`src/rtl/assert_macros.svh`:
```
// ----------------------------------------------------------------------------
// Assertion macros
// Clocked assertion wrappers shared by the RTL; ASSERT_OFF removes them.
// ----------------------------------------------------------------------------
`ifndef ASSERT_MACROS_SVH
`define ASSERT_MACROS_SVH

`ifndef ASSERT_OFF
// Property must hold at every clock edge outside reset.
`define ASSERT_AT(label, clk, rst_n, prop) \
    label: assert property (@(posedge clk) disable iff (!rst_n) prop) \
        else $error("assertion failed");
// Condition must never be seen at a clock edge outside reset.
`define ASSERT_NEVER(label, clk, rst_n, cond) \
    label: assert property (@(posedge clk) disable iff (!rst_n) !(cond)) \
        else $error("forbidden condition seen");
`else
`define ASSERT_AT(label, clk, rst_n, prop)
`define ASSERT_NEVER(label, clk, rst_n, cond)
`endif

`endif

```
`src/rtl/rgd_pkg.sv`:
```
// ----------------------------------------------------------------------------
// rgd_pkg
// Shared types and codes of the run-length grid stream decoder.
// ----------------------------------------------------------------------------
package rgd_pkg;

    localparam int RGD_OUT_DEPTH = 4;

    // Result kinds
    localparam logic [1:0] KIND_ROW    = 2'd0;
    localparam logic [1:0] KIND_RUN    = 2'd1;
    localparam logic [1:0] KIND_STATUS = 2'd2;

    // Status codes
    localparam logic [2:0] ST_OK        = 3'd0;
    localparam logic [2:0] ST_BAD_MAGIC = 3'd1;
    localparam logic [2:0] ST_ZERO_ROWS = 3'd2;
    localparam logic [2:0] ST_TRUNC_WID = 3'd3;
    localparam logic [2:0] ST_SHORT     = 3'd4;
    localparam logic [2:0] ST_ZERO_RUN  = 3'd5;
    localparam logic [2:0] ST_OVERFLOW  = 3'd6;
    localparam logic [2:0] ST_TRAILING  = 3'd7;

    typedef struct packed {
        logic [1:0]         kind;
        logic [15:0]        row_number;
        logic [31:0]        first_cell;
        logic [15:0]        cell_count;
        logic signed [7:0]  offset_quarter_hours;
        logic [2:0]         status;
    } rgd_result_t;

    // Up to two results per input byte; slot 1 is used only when slot 0 is.
    typedef struct packed {
        logic        v0;
        rgd_result_t r0;
        logic        v1;
        rgd_result_t r1;
    } rgd_push_t;

endpackage

```
`src/rtl/rgd_decode.sv`:
```
// ----------------------------------------------------------------------------
// rgd_decode
// Per-byte header, width and run token parser with error latch.
// ----------------------------------------------------------------------------
`include "assert_macros.svh"

module rgd_decode (
    input  logic              clk,
    input  logic              rst_n,
    input  logic              accept,
    input  logic [7:0]        data_byte,
    input  logic              final_byte,
    input  logic [31:0]       magic_word,
    output rgd_pkg::rgd_push_t push
);
    import rgd_pkg::*;

    typedef enum logic [2:0] {
        PH_MAGIC  = 3'd0,
        PH_ROWS   = 3'd1,
        PH_WIDTHS = 3'd2,
        PH_RUNS   = 3'd3,
        PH_DONE   = 3'd4
    } phase_t;

    phase_t      phase_reg, phase_next;
    logic [1:0]  bpos_reg, bpos_next;
    logic [23:0] asm_reg, asm_next;
    logic [15:0] row_total_reg, row_total_next;
    logic [15:0] rows_seen_reg, rows_seen_next;
    logic [31:0] cells_total_reg, cells_total_next;
    logic [31:0] cells_filled_reg, cells_filled_next;
    logic        err_reg, err_next;

    logic [2:0]  err_code;
    logic        clear_file;
    logic [15:0] word16;
    logic [32:0] fill_sum;
    logic        rec_valid;
    rgd_result_t rec;
    rgd_result_t stat;
    logic [2:0]  end_status;

    assign word16   = {data_byte, asm_reg[7:0]};
    assign fill_sum = {1'b0, cells_filled_reg} + {17'd0, asm_reg[15:0]};

    always_comb
    begin
        phase_next        = phase_reg;
        bpos_next         = bpos_reg;
        asm_next          = asm_reg;
        row_total_next    = row_total_reg;
        rows_seen_next    = rows_seen_reg;
        cells_total_next  = cells_total_reg;
        cells_filled_next = cells_filled_reg;
        err_next          = err_reg;
        err_code          = ST_OK;
        clear_file        = 1'b0;
        rec_valid         = 1'b0;
        rec               = '0;
        stat              = '0;
        end_status        = ST_OK;
        push              = '0;

        if (accept)
        begin
            if (err_reg)
            begin
                // drop bytes through the final one
                clear_file = final_byte;
            end
            else
            begin
                case (phase_reg)
                    PH_MAGIC:
                    begin
                        if (bpos_reg != 2'd3)
                        begin
                            case (bpos_reg)
                                2'd0: asm_next[7:0]   = data_byte;
                                2'd1: asm_next[15:8]  = data_byte;
                                2'd2: asm_next[23:16] = data_byte;
                                default: asm_next     = asm_reg;
                            endcase
                            bpos_next = bpos_reg + 2'd1;
                        end
                        else
                        begin
                            bpos_next = 2'd0;
                            asm_next  = '0;
                            if ({data_byte, asm_reg} != magic_word)
                                err_code = ST_BAD_MAGIC;
                            else
                                phase_next = PH_ROWS;
                        end
                    end
                    PH_ROWS:
                    begin
                        if (bpos_reg == 2'd0)
                        begin
                            asm_next  = {16'd0, data_byte};
                            bpos_next = 2'd1;
                        end
                        else
                        begin
                            row_total_next = word16;
                            bpos_next      = 2'd0;
                            asm_next       = '0;
                            if (word16 == 16'd0)
                                err_code = ST_ZERO_ROWS;
                            else
                                phase_next = PH_WIDTHS;
                        end
                    end
                    PH_WIDTHS:
                    begin
                        if (bpos_reg == 2'd0)
                        begin
                            asm_next  = {16'd0, data_byte};
                            bpos_next = 2'd1;
                        end
                        else
                        begin
                            bpos_next       = 2'd0;
                            asm_next        = '0;
                            rec_valid       = 1'b1;
                            rec.kind        = KIND_ROW;
                            rec.row_number  = rows_seen_reg;
                            rec.first_cell  = cells_total_reg;
                            rec.cell_count  = word16;
                            cells_total_next = cells_total_reg + {16'd0, word16};
                            rows_seen_next   = rows_seen_reg + 16'd1;
                            if (rows_seen_next == row_total_reg)
                                phase_next = (cells_total_next == 32'd0) ? PH_DONE : PH_RUNS;
                        end
                    end
                    PH_RUNS:
                    begin
                        if (bpos_reg < 2'd2)
                        begin
                            case (bpos_reg)
                                2'd0: asm_next[7:0]  = data_byte;
                                2'd1: asm_next[15:8] = data_byte;
                                default: asm_next    = asm_reg;
                            endcase
                            bpos_next = bpos_reg + 2'd1;
                        end
                        else
                        begin
                            bpos_next = 2'd0;
                            asm_next  = '0;
                            if (asm_reg[15:0] == 16'd0)
                                err_code = ST_ZERO_RUN;
                            else if (fill_sum > {1'b0, cells_total_reg})
                                err_code = ST_OVERFLOW;
                            else
                            begin
                                rec_valid                = 1'b1;
                                rec.kind                 = KIND_RUN;
                                rec.first_cell           = cells_filled_reg;
                                rec.cell_count           = asm_reg[15:0];
                                rec.offset_quarter_hours = $signed(data_byte);
                                cells_filled_next        = fill_sum[31:0];
                                if (fill_sum[31:0] == cells_total_reg)
                                    phase_next = PH_DONE;
                            end
                        end
                    end
                    default:
                    begin
                        err_code = ST_TRAILING;
                    end
                endcase

                stat.kind = KIND_STATUS;
                if (err_code != ST_OK)
                begin
                    stat.status = err_code;
                    push.v0     = 1'b1;
                    push.r0     = stat;
                    if (final_byte)
                        clear_file = 1'b1;
                    else
                        err_next = 1'b1;
                end
                else
                begin
                    case (phase_next)
                        PH_MAGIC, PH_ROWS: end_status = ST_BAD_MAGIC;
                        PH_WIDTHS:         end_status = ST_TRUNC_WID;
                        PH_RUNS:           end_status = ST_SHORT;
                        default:           end_status = ST_OK;
                    endcase
                    stat.status = end_status;
                    if (rec_valid)
                    begin
                        push.v0 = 1'b1;
                        push.r0 = rec;
                        push.v1 = final_byte;
                        push.r1 = stat;
                    end
                    else
                    begin
                        push.v0 = final_byte;
                        push.r0 = stat;
                    end
                    clear_file = final_byte;
                end
            end

            if (clear_file)
            begin
                phase_next        = PH_MAGIC;
                bpos_next         = 2'd0;
                asm_next          = '0;
                row_total_next    = '0;
                rows_seen_next    = '0;
                cells_total_next  = '0;
                cells_filled_next = '0;
                err_next          = 1'b0;
            end
        end
    end

    always_ff @(posedge clk or negedge rst_n)
    begin
        if (!rst_n)
        begin
            phase_reg        <= PH_MAGIC;
            bpos_reg         <= 2'd0;
            asm_reg          <= '0;
            row_total_reg    <= '0;
            rows_seen_reg    <= '0;
            cells_total_reg  <= '0;
            cells_filled_reg <= '0;
            err_reg          <= 1'b0;
        end
        else
        begin
            phase_reg        <= phase_next;
            bpos_reg         <= bpos_next;
            asm_reg          <= asm_next;
            row_total_reg    <= row_total_next;
            rows_seen_reg    <= rows_seen_next;
            cells_total_reg  <= cells_total_next;
            cells_filled_reg <= cells_filled_next;
            err_reg          <= err_next;
        end
    end

    `ASSERT_NEVER(a_latched_silent, clk, rst_n, err_reg && push.v0)
    `ASSERT_AT(a_second_is_end, clk, rst_n, push.v1 |-> (final_byte && push.v0 && push.r1.kind == KIND_STATUS))
    `ASSERT_NEVER(a_fill_bounded, clk, rst_n, cells_filled_reg > cells_total_reg)

endmodule

```
`src/rtl/rgd_outq.sv`:
```
// ----------------------------------------------------------------------------
// rgd_outq
// Result queue taking up to two results per cycle, one out per transfer.
// ----------------------------------------------------------------------------
`include "assert_macros.svh"

module rgd_outq #(
    parameter int Depth = rgd_pkg::RGD_OUT_DEPTH
) (
    input  logic                 clk,
    input  logic                 rst_n,
    input  rgd_pkg::rgd_push_t   push,
    input  logic                 pop,
    output rgd_pkg::rgd_result_t head,
    output logic                 head_valid,
    output logic                 room
);
    import rgd_pkg::*;

    // Depth is a power of two, at least 2, so pointers wrap by overflow.
    localparam int PtrW = (Depth > 2) ? $clog2(Depth) : 1;
    localparam int CntW = $clog2(Depth + 1);

    rgd_result_t mem [Depth];
    logic [PtrW-1:0] wr_reg, wr_next;
    logic [PtrW-1:0] rd_reg, rd_next;
    logic [CntW-1:0] count_reg, count_next;
    logic [CntW-1:0] n_push;
    logic [PtrW-1:0] wr_plus1;

    assign wr_plus1   = wr_reg + PtrW'(1);
    assign n_push     = CntW'(push.v0) + CntW'(push.v1);
    assign head       = mem[rd_reg];
    assign head_valid = (count_reg != '0);
    assign room       = (count_reg <= CntW'(Depth - 2));

    always_comb
    begin
        wr_next    = wr_reg + PtrW'(n_push);
        rd_next    = pop ? rd_reg + PtrW'(1) : rd_reg;
        count_next = count_reg + n_push - CntW'(pop);
    end

    always_ff @(posedge clk)
    begin
        if (push.v0)
            mem[wr_reg] <= push.r0;
        if (push.v1)
            mem[wr_plus1] <= push.r1;
    end

    always_ff @(posedge clk or negedge rst_n)
    begin
        if (!rst_n)
        begin
            wr_reg    <= '0;
            rd_reg    <= '0;
            count_reg <= '0;
        end
        else
        begin
            wr_reg    <= wr_next;
            rd_reg    <= rd_next;
            count_reg <= count_next;
        end
    end

    `ASSERT_NEVER(a_no_overfill, clk, rst_n, count_reg > CntW'(Depth))
    `ASSERT_AT(a_push_seen, clk, rst_n, (count_reg == '0 && push.v0) |=> head_valid)

endmodule

```
`src/rtl/rle_grid_stream_decoder.sv`:
```
// ----------------------------------------------------------------------------
// rle_grid_stream_decoder
// Streaming decoder for a run-length coded grid file with a header.
// ----------------------------------------------------------------------------
// Feed the file one byte per transfer on s_*, s_tlast on its last byte.
// Results leave on m_*: m_tuser is the kind (row width entry, run record,
// final status), m_tdata carries the record fields.
// Write the expected signature on cfg_* while the block is idle; cfg_ready
// is always high.
// Each byte is parsed in the cycle it is taken; its results are in the
// output queue the next cycle, when m_tvalid rises if the queue was empty.
// One byte per cycle is sustained while s_tready is high: a byte makes at
// most one result; the final byte may add the end status as a second one.
// When the receiver stalls, the output queue fills and s_tready drops once
// fewer than two queue entries are free; nothing is lost.
// Reset empties the queue, clears the signature to zero and restarts the
// parser at the signature. After an error the status is sent once and bytes
// are dropped through the one with s_tlast.
// ----------------------------------------------------------------------------
module rle_grid_stream_decoder #(
    parameter int OutDepth = rgd_pkg::RGD_OUT_DEPTH
) (
    input  logic        clk,
    input  logic        rst_n,
    input  logic        s_tvalid,
    output logic        s_tready,
    input  logic [7:0]  s_tdata,   // [7:0] data_byte
    input  logic        s_tlast,   // final_byte
    output logic        m_tvalid,
    input  logic        m_tready,
    output logic [79:0] m_tdata,   // [15:0] row_number, [47:16] first_cell,
                                   // [63:48] cell_count,
                                   // [71:64] offset_quarter_hours,
                                   // [74:72] status, [79:75] zero
    output logic [1:0]  m_tuser,   // [1:0] kind
    input  logic        cfg_valid,
    output logic        cfg_ready,
    input  logic [31:0] cfg_data   // magic_word
);
    import rgd_pkg::*;

    logic [31:0] magic_reg;
    logic        accept;
    logic        pop;
    logic        room;
    rgd_push_t   push;
    rgd_result_t head;

    assign cfg_ready = 1'b1;
    assign s_tready  = room;
    assign accept    = s_tvalid & room;
    assign pop       = m_tvalid & m_tready;

    always_ff @(posedge clk or negedge rst_n)
    begin
        if (!rst_n)
            magic_reg <= '0;
        else if (cfg_valid)
            magic_reg <= cfg_data;
    end

    rgd_decode u_decode (
        .clk        (clk),
        .rst_n      (rst_n),
        .accept     (accept),
        .data_byte  (s_tdata),
        .final_byte (s_tlast),
        .magic_word (magic_reg),
        .push       (push)
    );

    rgd_outq #(
        .Depth (OutDepth)
    ) u_outq (
        .clk        (clk),
        .rst_n      (rst_n),
        .push       (push),
        .pop        (pop),
        .head       (head),
        .head_valid (m_tvalid),
        .room       (room)
    );

    assign m_tdata = {5'd0, head.status, head.offset_quarter_hours, head.cell_count,
                      head.first_cell, head.row_number};
    assign m_tuser = head.kind;

endmodule
```
`config.mk`:
```
export PLATFORM = sky130hd
export DESIGN_NAME = rle_grid_stream_decoder
export DESIGN_NICKNAME = d
export VERILOG_FILES = /design/src/rtl/rgd_pkg.sv /design/src/rtl/rgd_decode.sv /design/src/rtl/rgd_outq.sv /design/src/rtl/rle_grid_stream_decoder.sv
export VERILOG_INCLUDE_DIRS = /design/src /design/src/rtl
export SDC_FILE = /design/constraint.sdc
export NUM_CORES = 1
export LEC_CHECK = 0
export BUFFER_PORTS_ARGS = -buffer_cell sky130_fd_sc_hd__buf_4
export CELL_PAD_IN_SITES_DETAIL_PLACEMENT = 0
export CELL_PAD_IN_SITES_GLOBAL_PLACEMENT = 2
export CORE_UTILIZATION = 40
export CTS_BUF_LIST = sky130_fd_sc_hd__clkbuf_4
export CTS_CLUSTER_DIAMETER = 200
export CTS_CLUSTER_SIZE = 20
export DETAILED_ROUTE_END_ITERATION = 6
export GPL_TIMING_DRIVEN = 0
export PLACE_DENSITY = 0.77
export SYNTH_ARGS = -nofsm -noshare
export SYNTH_HDL_FRONTEND = slang
export SYNTH_HIERARCHICAL = 1
export SYNTH_SLANG_ARGS = --single-unit
```
`constraint.sdc`:
```
create_clock -name clk -period 23.4 [get_ports clk]
set_clock_uncertainty 0.2 [all_clocks]
set_input_delay 2.34 -clock clk [delete_from_list [all_inputs] [get_ports clk]]
set_output_delay 2.34 -clock clk [all_outputs]
set_load 0.1 [all_outputs]
```
**After elaboration in Yosys (flattened, before gate mapping)**

Memories as Yosys holds them, arrays and structs flattened.
Index checks and enable logic that the tools add are counted.
W data, S select, Z words.

- Register bits after elaboration: 165
- RAM bits: 308
- Bits of input ports: 46
- Output and inout bits: 85
- Memories kept: 1

- Add/subtract/negate cells: 10
- Magnitude comparators: 3
- Equal/unequal tests: 19
- Muxes and demuxes: 96
- Bitwise logic cells: 2
- Reductions and logical operators: 20

Memory list:

| name | depth | width | rd ports | clocked after Yosys merged registers in | wr ports | RTL line | RTL |
|---|---|---|---|---|---|---|---|
| u_outq.mem | 4 | 77 | 1 | 0 | 2 | rgd_outq.sv:24 | `rgd_result_t mem [Depth];` |

Operator list:

| cell | number |
|---|---|
| $mux W32 | 10 |
| $mux W156 | 2 |
| $mux W78 | 4 |
| $mux W56 | 3 |
| $mux W16 | 9 |
| $mux W24 | 4 |
| $pmux W48 S2 | 1 |
| $pmux W24 S3 | 1 |
| $mux W3 | 22 |
| $mux W64 | 1 |
| $mux W8 | 5 |
| $add A32 B16 Y33 | 1 |
| $gt A33 B32 Y1 | 1 |
| $add A32 B16 Y32 | 1 |
| $eq A32 B32 Y1 | 1 |
| $logic_not A16 Y1 | 2 |
| $logic_not A32 Y1 | 1 |
| $ne A32 B32 Y1 | 1 |
| $pmux W3 S4 | 2 |
| $mux W1 | 21 |
| $add A16 B1 Y16 const B | 1 |
| $eq A16 B16 Y1 | 1 |
| $mux W2 | 7 |
| $eq A3 B2 Y1 const B | 4 |
| other kinds (29) | 44 |

**Logic depth before layout (Yosys ltp)**

Gate-level depths: netlist (run 1).

- Depth in word-level cells: 19
- Mapped depth: 30
- Depth with buffers taken out: 29

**Cells and area by module**

Netlist (run 1), hierarchy kept.

Modules (own cells, without submodules):

| module | instances | cells each | area each (sq um) | seq. area each (sq um) |
|---|---|---|---|---|
| rgd_outq | 1 | 784 | 15164.5 | 9424.0 |
| rgd_decode | 1 | 1388 | 11140.7 | 3153.0 |
| rle_grid_stream_decoder | 1 | 78 | 1410.1 | 800.8 |

**Worst setup path after synthesis (run 1)**

No wires, ideal clock.

- Path kind: input to register
- From: input port s_tdata[1]
- To: memory u_outq/mem[2][0] (netlist name), enable pin
- Library setup time: 0.618 ns
- Arrival time: 9.015 ns
- Path slack: 13.566 ns
- Stages: 11
- Path buffers: 1
- Cells stage by stage: clkbuf_1 xor2_1 nor4_1 nand4_1 nor4_1 o21ai_0 or4_1 nor2_1 nor2_1 nand2b_1 o21ai_0

RTL lines:

| item | RTL line | RTL |
|---|---|---|
| start, declared | rle_grid_stream_decoder.sv:27 | `input logic [7:0] s_tdata,` |
| end, declared | rgd_outq.sv:24 |  |

==> results.cfg, run 1 <==
[setup_path]
crit_type = reg2reg
crit_path_end_kind = flip-flop
r2r_setup_slack_ps = 14360
cp.arrival_ps = 9410
crit_path_max_fanout = 19
max_stage_delay_ps = 850
worstReg2RegStart = u_decode/asm_reg[1]$_DFFE_PN0P_
critical_path.top_delay_family = compound AO/OA/AOI/OAI gates
reg2reg_to = u_outq/mem[0][13]$_DFFE_PP_
rr_worst_depth = 29
crit_slowest_cell = dfrtp_1
start_kind = flip-flop
worstPathRequired_ps = 23770
crit_buf_inv = 5

[detailed_routing]
finalWirelength_mm = 82.52
wl_per_cell_um = 23.92
drc_errors = 0
via_per_inst = 5.554
drt-initial-drc-count = 1538
vias = 19160
ant_nets = 0
drt_pre_antenna_iters = 7

[timing]
period_share_pct = 38.65
setup_viol = 0
hold_viol = 0
tns_ps = 0
rsz0062_at_grt = false
period_needed_ps = 9044
worst_pin_slew_ps = 1260
slew_violations = 0
max_clock_freq_mhz = 110.6
slew_headroom_pct = 15.34

[hold_path]
min-delay-start = u_outq/count_reg[2]$_DFF_PN0_
hp-class = reg2reg
hold_end = u_outq/count_reg[2]$_DFF_PN0_
whs_path_depth = 1

[layout]
largest_reg_flops = 308
top_register = u_outq/mem
drive_above_1_share_pct = 30.57
seq_area_um2 = 13380
syn_to_final_growth_pct = 11.41
nNetsFinal = 2615
fillers = 6353
multi_input_area_um2 = 13180
layout.cells.non_filler = 3450

[grt]
grtUsageTotal_pct = 23.14
grt-ovfl-total = 0
grt_pass1_wl_mm = 122.7
grt_pass1_vias = 19360
grt_max_degree = 87
antenna_found_initial = 3

[clock_tree]
clockBufferDepth = 3
h-tree-depth = 1
path_clk_slew_ps = 210
cts_hold_buf = 0
post_cts_buffers = 0
clock-root-buffer = clkbuf_4
clkLatencyLatePin_ps = 930
cts_resized = 0
cts_tree = built
cts_sinks = 473
cts_buffers = 27

[run_status]
outcome = completed

[pwr]
leakagePower_nw = 12.22
power.density_nw_per_um2 = 93.88
peakVddDrop_mv = 0.1176

[yosys]
synth_flop_cell = edfxtp_1
synth_edf_count = 308
yosys.area.top_type_share_pct = 33.37
ys_top_cells_by_area = edfxtp_1 (33%), dfrtp_1 (15%), mux2_2 (13%)
syn-cell-area_um2 = 27720
synth_cells = 2250
ys_seq_area_share_pct = 48.27
syn_avg_cell_area_um2 = 12.32
yosys.area.top_type = edfxtp_1
synthDistinctLibCells = 85
synthArstFlopShare_pct = 34.88
ys_ff_latch = 473
ys_warn_count = 6

[floorplanning]
dieHeight_um = 265.2
die_area_um2 = 70340
rows = 96
ioPinCount = 131
fp.dieW_um = 265.2
initial_core_util_pct = 40.41
core_area_um2 = 68590

[placement]
dp_cells = 3395
hpwl_mm = 59.64
gp_congestion = 0.9010
io_buffers = 122

[job]
drv_cap = 0
[power breakdown]
group	switching [W]	internal (W)
Combinational	0.00105	0.000426
Sequential	0.0000949	0.000972
Clock	0.000265	0.0000897
[cells in the mapped netlist, drive strengths merged, types with 6 or more instances]
| library cell | n |
|---|---|
| o211ai | 7 |
| mux4 | 77 |
| and3 | 22 |
| nor2 | 119 |
| a211oi | 15 |
| a22o | 39 |
| o22ai | 6 |
| o31ai | 16 |
| xnor2 | 53 |
| edfxtp | 308 |
| dfrtp | 165 |
| o21bai | 6 |
| or3 | 18 |
| o41ai | 6 |
| o21a | 12 |
| nor3 | 23 |
| nor2b | 7 |
| nand2b | 11 |
| a21oi | 74 |
| mux2 | 341 |
| clkbuf | 71 |
| buf | 140 |
| nand4 | 30 |
| a31oi | 11 |
| nand2 | 123 |
| xor2 | 57 |
| inv | 62 |
| ha | 73 |
| or2 | 6 |
| o21ai | 111 |
| and2 | 41 |
| nand3 | 58 |
| a21o | 15 |
| a22oi | 41 |
| nor4 | 23 |
[cell type report]
cell class	instances	area share, %
flip-flops and latches	473	43.32
multi-input cells	1580	42.68
repair buffers	138	4.198
plain buffers	211	4.048
well taps	931	3.772
clock buffers	47	1.143
inverters	62	0.7537
diodes	7	0.05673
clock inverters	1	0.02836
[through the flow]
stage	instance area [um^2]	total power, W	utilization (%)	hold slack [ps]	setup WS, ps
6_report	30880	0.002899	45.02	301.6	14360
5_1_grt	30870	0.003026	45.01	328.7	14030
4_1_cts	30860	0.002921	45.00	306.9	14350
3_5_place_dp	30500	0.002569	44.47	283.4	14360
3_3_place_gp	30080	0.002559	43.86	279.2	6959
2_1_floorplan	28000	0.002178	-	262.0	13570
[routing by layer]
| metal | GRT usage (%) | wire [um] |
|---|---|---|
| met3 | 2.305 | 3898 |
| met2 | 39.46 | 40070 |
| met4 | 4.515 | 1465 |
| met1 | 32.07 | 37090 |
| met5 | 0 | 0 |
[cells by family (layout without fill, tap and decap cells)]
| group | count (synthesis) | in the layout | share of synthesized area, % |
|---|---|---|---|
| AND/OR/NAND/NOR | 499 | 499 | 8.957 |
| flip-flops | 473 | 473 | 48.27 |
| multiplexers | 422 | 422 | 20.66 |
| AO/OA/AOI/OAI | 394 | 394 | 9.733 |
| buffers and inverters | 273 | 459 | 5.350 |
| XOR/XNOR | 110 | 110 | 3.476 |
| adder cells (fa/ha/maj) | 76 | 76 | 3.512 |
| other | 3 | 86 | 0.04063 |
[worst max path at each step]
stage | slack [ps] | from | cells after the start | endpoint
CTS | 14350 | u_decode/asm_reg[1]$_DFFE_PN0P_ | 29 | u_outq/mem[0][11]$_DFFE_PP_
global placement | 6960 | s_tdata[1] | 12 | u_outq/mem[0][31]$_DFFE_PP_
floorplan | 13570 | s_tdata[1] | 11 | u_outq/mem[2][0]$_DFFE_PP_
finish | 14360 | u_decode/asm_reg[1]$_DFFE_PN0P_ | 29 | u_outq/mem[0][13]$_DFFE_PP_
global route | 14030 | u_decode/asm_reg[1]$_DFFE_PN0P_ | 29 | u_outq/mem[0][9]$_DFFE_PP_
detailed placement | 14360 | u_decode/asm_reg[1]$_DFFE_PN0P_ | 29 | u_outq/mem[0][68]$_DFFE_PP_
[cells in the final DEF (no fill, tap or decap), types with 15 or more instances in the layout]
cell	count
a211oi_1	15
a21o_1	15
a21oi_1	73
a22o_1	39
a22oi_1	41
and2_1	41
and3_1	22
buf_2	44
buf_4	207
clkbuf_1	70
clkbuf_4	47
conb_1	79
dfrtp_1	165
edfxtp_1	308
ha_1	73
inv_1	62
mux2_2	311
mux2_4	30
mux4_2	77
nand2_1	123
nand3_1	58
nand4_1	30
nor2_1	114
nor3_1	22
nor4_1	23
o21ai_0	104
o31ai_1	15
or3_1	18
xnor2_1	53
xor2_1	57
Note: power is estimated with default switching activity, not from simulation.
==> run 2: changes to the inputs <==
--- a/config.mk
+++ b/config.mk
@@ -15,7 +15,7 @@
 export CTS_CLUSTER_SIZE = 20
 export DETAILED_ROUTE_END_ITERATION = 6
 export GPL_TIMING_DRIVEN = 0
-export PLACE_DENSITY = 0.77
+export PLACE_DENSITY = 0.8
 export SYNTH_ARGS = -nofsm -noshare
 export SYNTH_HDL_FRONTEND = slang
 export SYNTH_HIERARCHICAL = 1
==> constraint.sdc (replaced) <==
create_clock -name clk -period 7.42 [get_ports clk]
set_clock_uncertainty 0.2 [all_clocks]
set_input_delay 0.742 -clock clk [delete_from_list [all_inputs] [get_ports clk]]
set_output_delay 0.742 -clock clk [all_outputs]
set_load 0.1 [all_outputs]
==> run 2 against run 1 <==
Critical path depth rose by 1. Die area unchanged. Register-to-register slack got worse by 14000 ps. Worst setup slack worse by 14000 ps. Flip-flop and latch count did not move. Critical endpoint is now u_outq/count_reg[2]$_DFF_PN0_.
==> results.cfg, run 2 (synthesis gave the netlist of run 1 again) <==
[run_status]
outcome = completed

[layout]
nNetsFinal = 2667
fillers = 6237
layout_commonest_cell = mux2_2
drive_above_1_share_pct = 31.55
fin_util_pct = 45.83
largest_reg_flops = 308
syn_to_final_growth_pct = 13.42
top_register = u_outq/mem
final_cell_mix = mux2_2 (311), edfxtp_1 (308), buf_4 (227)

[floorplanning]
die_area_um2 = 70340
fp.dieW_um = 265.2
rows = 96
initial_core_util_pct = 40.41
core_area_um2 = 68590
dieHeight_um = 265.2
ioPinCount = 131

[timing]
slew_violations = 0
rsz0062_at_grt = false
worst_pin_slew_ps = 1445
hold_viol = 0
whs_ps = 94.60
slew_headroom_pct = 2.945
period_share_pct = 96.12
setup_viol = 0
max_clock_freq_mhz = 140.2
period_needed_ps = 7132

[detailed_routing]
drt-initial-drc-count = 1509
via_per_inst = 5.568
drt_pre_antenna_iters = 6
vias = 19470
finalWirelength_mm = 84.24
drc_errors = 0
wl_per_cell_um = 24.09
ant_nets = 0

[job]
drv_cap = 0

[grt]
grt_pass1_wl_mm = 125.4
antenna_found_initial = 4
grt_max_degree = 99
grt_pass1_vias = 19820
grt-ovfl-total = 0
grtUsageTotal_pct = 23.78

[clock_tree]
clockBufferDepth = 3
cts_buffers = 27
cts_sinks = 473
clkLatencyLatePin_ps = 900
clock-root-buffer = clkbuf_4
path_clk_slew_ps = 220
cts_tree = built
h-tree-depth = 1

[hold_path]
hp-class = in2reg

[setup_path]
crit_path_max_fanout = 9
start_kind = flip-flop
cp.arrival_ps = 7730
worstPathRequired_ps = 8020
crit_slowest_cell = dfrtp_4
crit_path_end_kind = flip-flop
crit_type = reg2reg
max_stage_delay_ps = 560
cpMostUsedCell = ha_1

[pwr]
power.density_nw_per_um2 = 293.8
power_w = 0.009236
leakagePower_nw = 12.44
peakVddDrop_mv = 0.2600

[placement]
gp_congestion = 0.8981
hpwl_mm = 60.03
io_buffers = 122
-- run 2: cell count changes in the layout (fill, tap and decap cells not counted), sizes merged --
cell,delta
dlygate4sd3,+35
buf,+17
diode,-5
clkbuf,-1
inv,+1
-- run 2: cell type report --
class | count | area [um^2] | area share [%]
plain buffers | 211 | 1255 | 3.992
inverters | 62 | 232.7 | 0.7404
multi-input cells | 1580 | 13270 | 42.21
clock buffers | 46 | 345.3 | 1.099
diodes | 2 | 5.005 | 0.01592
flip-flops and latches | 473 | 13400 | 42.61
repair buffers | 190 | 1754 | 5.581
clock inverters | 2 | 12.51 | 0.03980
well taps | 931 | 1165 | 3.706
-- run 2: per-layer routing --
layer / GRT usage [%] / wire length [um]
met5: 0 / 64
met4: 7.093 / 2376
met3: 2.638 / 4329
met2: 39.55 / 40620
met1: 32.70 / 36850
-- run 2: power by group --
| part | leakage (nW) | switching [W] | internal (W) |
|---|---|---|---|
| Clock | 0.220 | 0.000827 | 0.000278 |
| Combinational | 7.38 | 0.00340 | 0.00139 |
| Sequential | 4.84 | 0.000268 | 0.00307 |
| Total | 12.4 | 0.00449 | 0.00474 |
-- run 2: worst paths after layout --
path / slack (ps) / endpoint / cells past startpoint / startpoint
min: 90 / magic_reg[8]$_DFFE_PN0P_ / 3 / cfg_valid
max in group asynchronous: 5860 / u_decode/asm_reg[1]$_DFFE_PN0P_ / 3 / rst_n
min reg2reg: 310 / u_outq/count_reg[2]$_DFF_PN0_ / 1 / u_outq/count_reg[2]$_DFF_PN0_
max: 290 / u_outq/count_reg[2]$_DFF_PN0_ / 30 / u_decode/asm_reg[1]$_DFFE_PN0P_
min in group asynchronous: 170 / magic_reg[8]$_DFFE_PN0P_ / 2 / rst_n
max reg2reg: 290 / u_outq/count_reg[2]$_DFF_PN0_ / 30 / u_decode/asm_reg[1]$_DFFE_PN0P_
-- run 2: worst max-delay path, delay by kind of cell (launching register included) --
| kind | cells | cell delay [ps] |
|---|---|---|
| AO/OA/AOI/OAI | 10 | 1780 |
| XOR/XNOR | 4 | 660 |
| adder cells (fa/ha/maj) | 5 | 1590 |
| buffers and inverters | 3 | 420 |
| flip-flops | 1 | 560 |
| AND/OR/NAND/NOR | 8 | 1830 |
-- run 2: timing repair --
item | 4_1_cts | 5_1_grt
pin swaps | 5 | 10
endpoints found under the setup margin | 629 | 325
buffers inserted | 11 | 7
endpoints found under the hold margin | 99 | 0
hold buffers | 35 | 0
resized for setup | 26 | 9
-- run 2: through the flow --
stage / instance area [um^2] / cells / setup WS (ps) / TNS [ps]
after detailed placement: 30470 / 3394 / -1489 / -570550
after global placement: 30090 / 3379 / -4096 / -1358260
after CTS: 31350 / 3488 / 10.91 / 0
final: 31430 / 3497 / 287.9 / 0
after global routing: 31430 / 3496 / 6.459 / 0
after floorplan: 28010 / 2326 / -39.49 / -6080
==> run 3: changes to the inputs <==
==> constraint.sdc (replaced) <==
create_clock -name clk -period 7.42 [get_ports clk]
set_clock_uncertainty 0.2 [all_clocks]
set_input_delay 0.371 -clock clk [delete_from_list [all_inputs] [get_ports clk]]
set_output_delay 0.371 -clock clk [all_outputs]
set_load 0.1 [all_outputs]
==> run 3 against run 2 <==
Global-route usage is 0.39 points higher. Non-clock buffer count is 71 higher. Sequential power hardly changed. Cell count is 2.1% higher. Maximum frequency is 0.17% lower. Critical endpoint unchanged. Largest power group unchanged. Critical path type unchanged. Die area stayed put. Via count is 1.6% higher. Total power is 0.62% higher.
==> results.cfg, run 3 (synthesis gave the netlist of run 1 again) <==
[run_status]
outcome = completed

[detailed_routing]
drc_errors = 0
finalWirelength_mm = 85.57
via_per_inst = 5.544
wl_per_cell_um = 23.97
drt-initial-drc-count = 1597
ant_nets = 0
vias = 19790
drt_pre_antenna_iters = 5

[placement]
gp_congestion = 0.8981
io_buffers = 122
dp_cells = 3394
hpwl_mm = 60.03
post-place-ws_ps = -1489

[setup_path]
cpMostUsedCell = ha_1
crit_slowest_cell = dfrtp_4
start_kind = flip-flop
critical_path.top_delay_family = simple AND/OR/NAND/NOR gates
crit_path_max_fanout = 9
crit_buf_inv = 3
crit_type = reg2reg
max_stage_delay_ps = 560
cp.arrival_ps = 7750
worstPathRequired_ps = 8020
crit_path_end_kind = flip-flop

[floorplanning]
dieHeight_um = 265.2
initial_core_util_pct = 40.41
ioPinCount = 131
rows = 96
core_area_um2 = 68590
die_area_um2 = 70340
fp.dieW_um = 265.2

[layout]
top_register = u_outq/mem
final_cell_mix = mux2_2 (311), edfxtp_1 (308), buf_4 (227)
multi_input_area_um2 = 13270
fillers = 6168
drive_above_1_share_pct = 30.74
nNetsFinal = 2738
fin_util_pct = 46.90
layout.cells.non_filler = 3570
layout_commonest_cell = mux2_2
seq_area_um2 = 13400
largest_reg_flops = 308
syn_to_final_growth_pct = 16.06

[timing]
slew_violations = 0
slew_headroom_pct = 8.345
rsz0062_at_grt = false
whs_ps = 89.42
max_clock_freq_mhz = 140.0
setup_viol = 0
period_share_pct = 96.28
worst_pin_slew_ps = 1364
tns_ps = 0
layout_setup_ws_ps = 276.0
period_needed_ps = 7144
hold_viol = 0

[clock_tree]
clockBufferDepth = 3
cts_buffers = 27
clkLatencyLatePin_ps = 900
h-tree-depth = 1
clock-root-buffer = clkbuf_4
cts_tree = built
cts_sinks = 473
path_clk_slew_ps = 230

[job]
drv_cap = 0

[pwr]
leakagePower_nw = 12.75
peakVddDrop_mv = 0.2600
power.density_nw_per_um2 = 288.9

[grt]
grt-ovfl-total = 0
antenna_found_initial = 5
grt_pass1_wl_mm = 127.7
grtUsageTotal_pct = 24.17
grt_pass1_vias = 20270
grt_max_degree = 99

[hold_path]
hp-class = in2reg
run 3: cell types whose count changed in the layout (fill, tap and decap cells not counted):
cell           before  now
buf_16              6    7
diode_2             2    4
dlygate4sd3_1      35  105
run 3: tightest hold or removal path, delay by kind of cell:
| kind | cells | cell delay (ps) |
|---|---|---|
| AO/OA/AOI/OAI | 1 | 70 |
| AND/OR/NAND/NOR | 1 | 80 |
| XOR/XNOR | 1 | 180 |
| buffers and inverters | 2 | 360 |
| adder cells (fa/ha/maj) | 1 | 120 |
run 3: routing by layer:
layer	wire length, um	share of wire, %	global-route usage (%)
met1	37310	44	33.04
met2	41360	48	40.50
met3	4454	5.2	2.601
met4	2383	2.8	7.186
met5	64	0.075	0
run 3: area by class of cell:
type	instances	area share [%]
clock inverters	2	0.03890
plain buffers	211	3.901
repair buffers	261	7.717
flip-flops and latches	473	41.64
inverters	62	0.7235
well taps	931	3.621
diodes	4	0.03112
multi-input cells	1580	41.25
clock buffers	46	1.074
run 3: power by group:
part           internal, W  total, W  leakage, nW  switching (W)
combinational      0.00143   0.00484         7.68        0.00341
sequential         0.00307   0.00334         4.84       0.000269
clock             0.000278   0.00111        0.220       0.000834
total              0.00478   0.00929         12.7        0.00451
run 3: repair_timing:
| action | in CTS | in global routing |
|---|---|---|
| setup buffers | 11 | 7 |
| resized for setup | 26 | 9 |
| setup endpoints to repair | 629 | 325 |
| pin swaps | 5 | 10 |
| hold buffers | 106 | 0 |
| endpoints found under the hold margin | 209 | 0 |
run 3: path summary, 6_finish.rpt:
check | cells past startpoint | slack, ps | end | startpoint
setup / recovery | 30 | 280 | u_outq/count_reg[2]$_DFF_PN0_ | u_decode/asm_reg[1]$_DFFE_PN0P_
hold reg to reg | 1 | 310 | u_outq/count_reg[2]$_DFF_PN0_ | u_outq/count_reg[2]$_DFF_PN0_
hold / removal | 6 | 90 | u_decode/cells_total_reg[12]$_DFFE_PN0P_ | s_tdata[4]
min in group asynchronous | 4 | 350 | magic_reg[4]$_DFFE_PN0P_ | rst_n
setup reg to reg | 30 | 280 | u_outq/count_reg[2]$_DFF_PN0_ | u_decode/asm_reg[1]$_DFFE_PN0P_
max in group asynchronous | 4 | 6080 | u_decode/asm_reg[1]$_DFFE_PN0P_ | rst_n
run 3: stage by stage:
stage | power [W] | area, um^2
3_3_place_gp | 0.008058 | 30090
5_1_grt | 0.009693 | 32160
4_1_cts | 0.009327 | 32080
3_5_place_dp | 0.008116 | 30470
2_1_floorplan | 0.006857 | 28010
6_report | 0.009294 | 32170
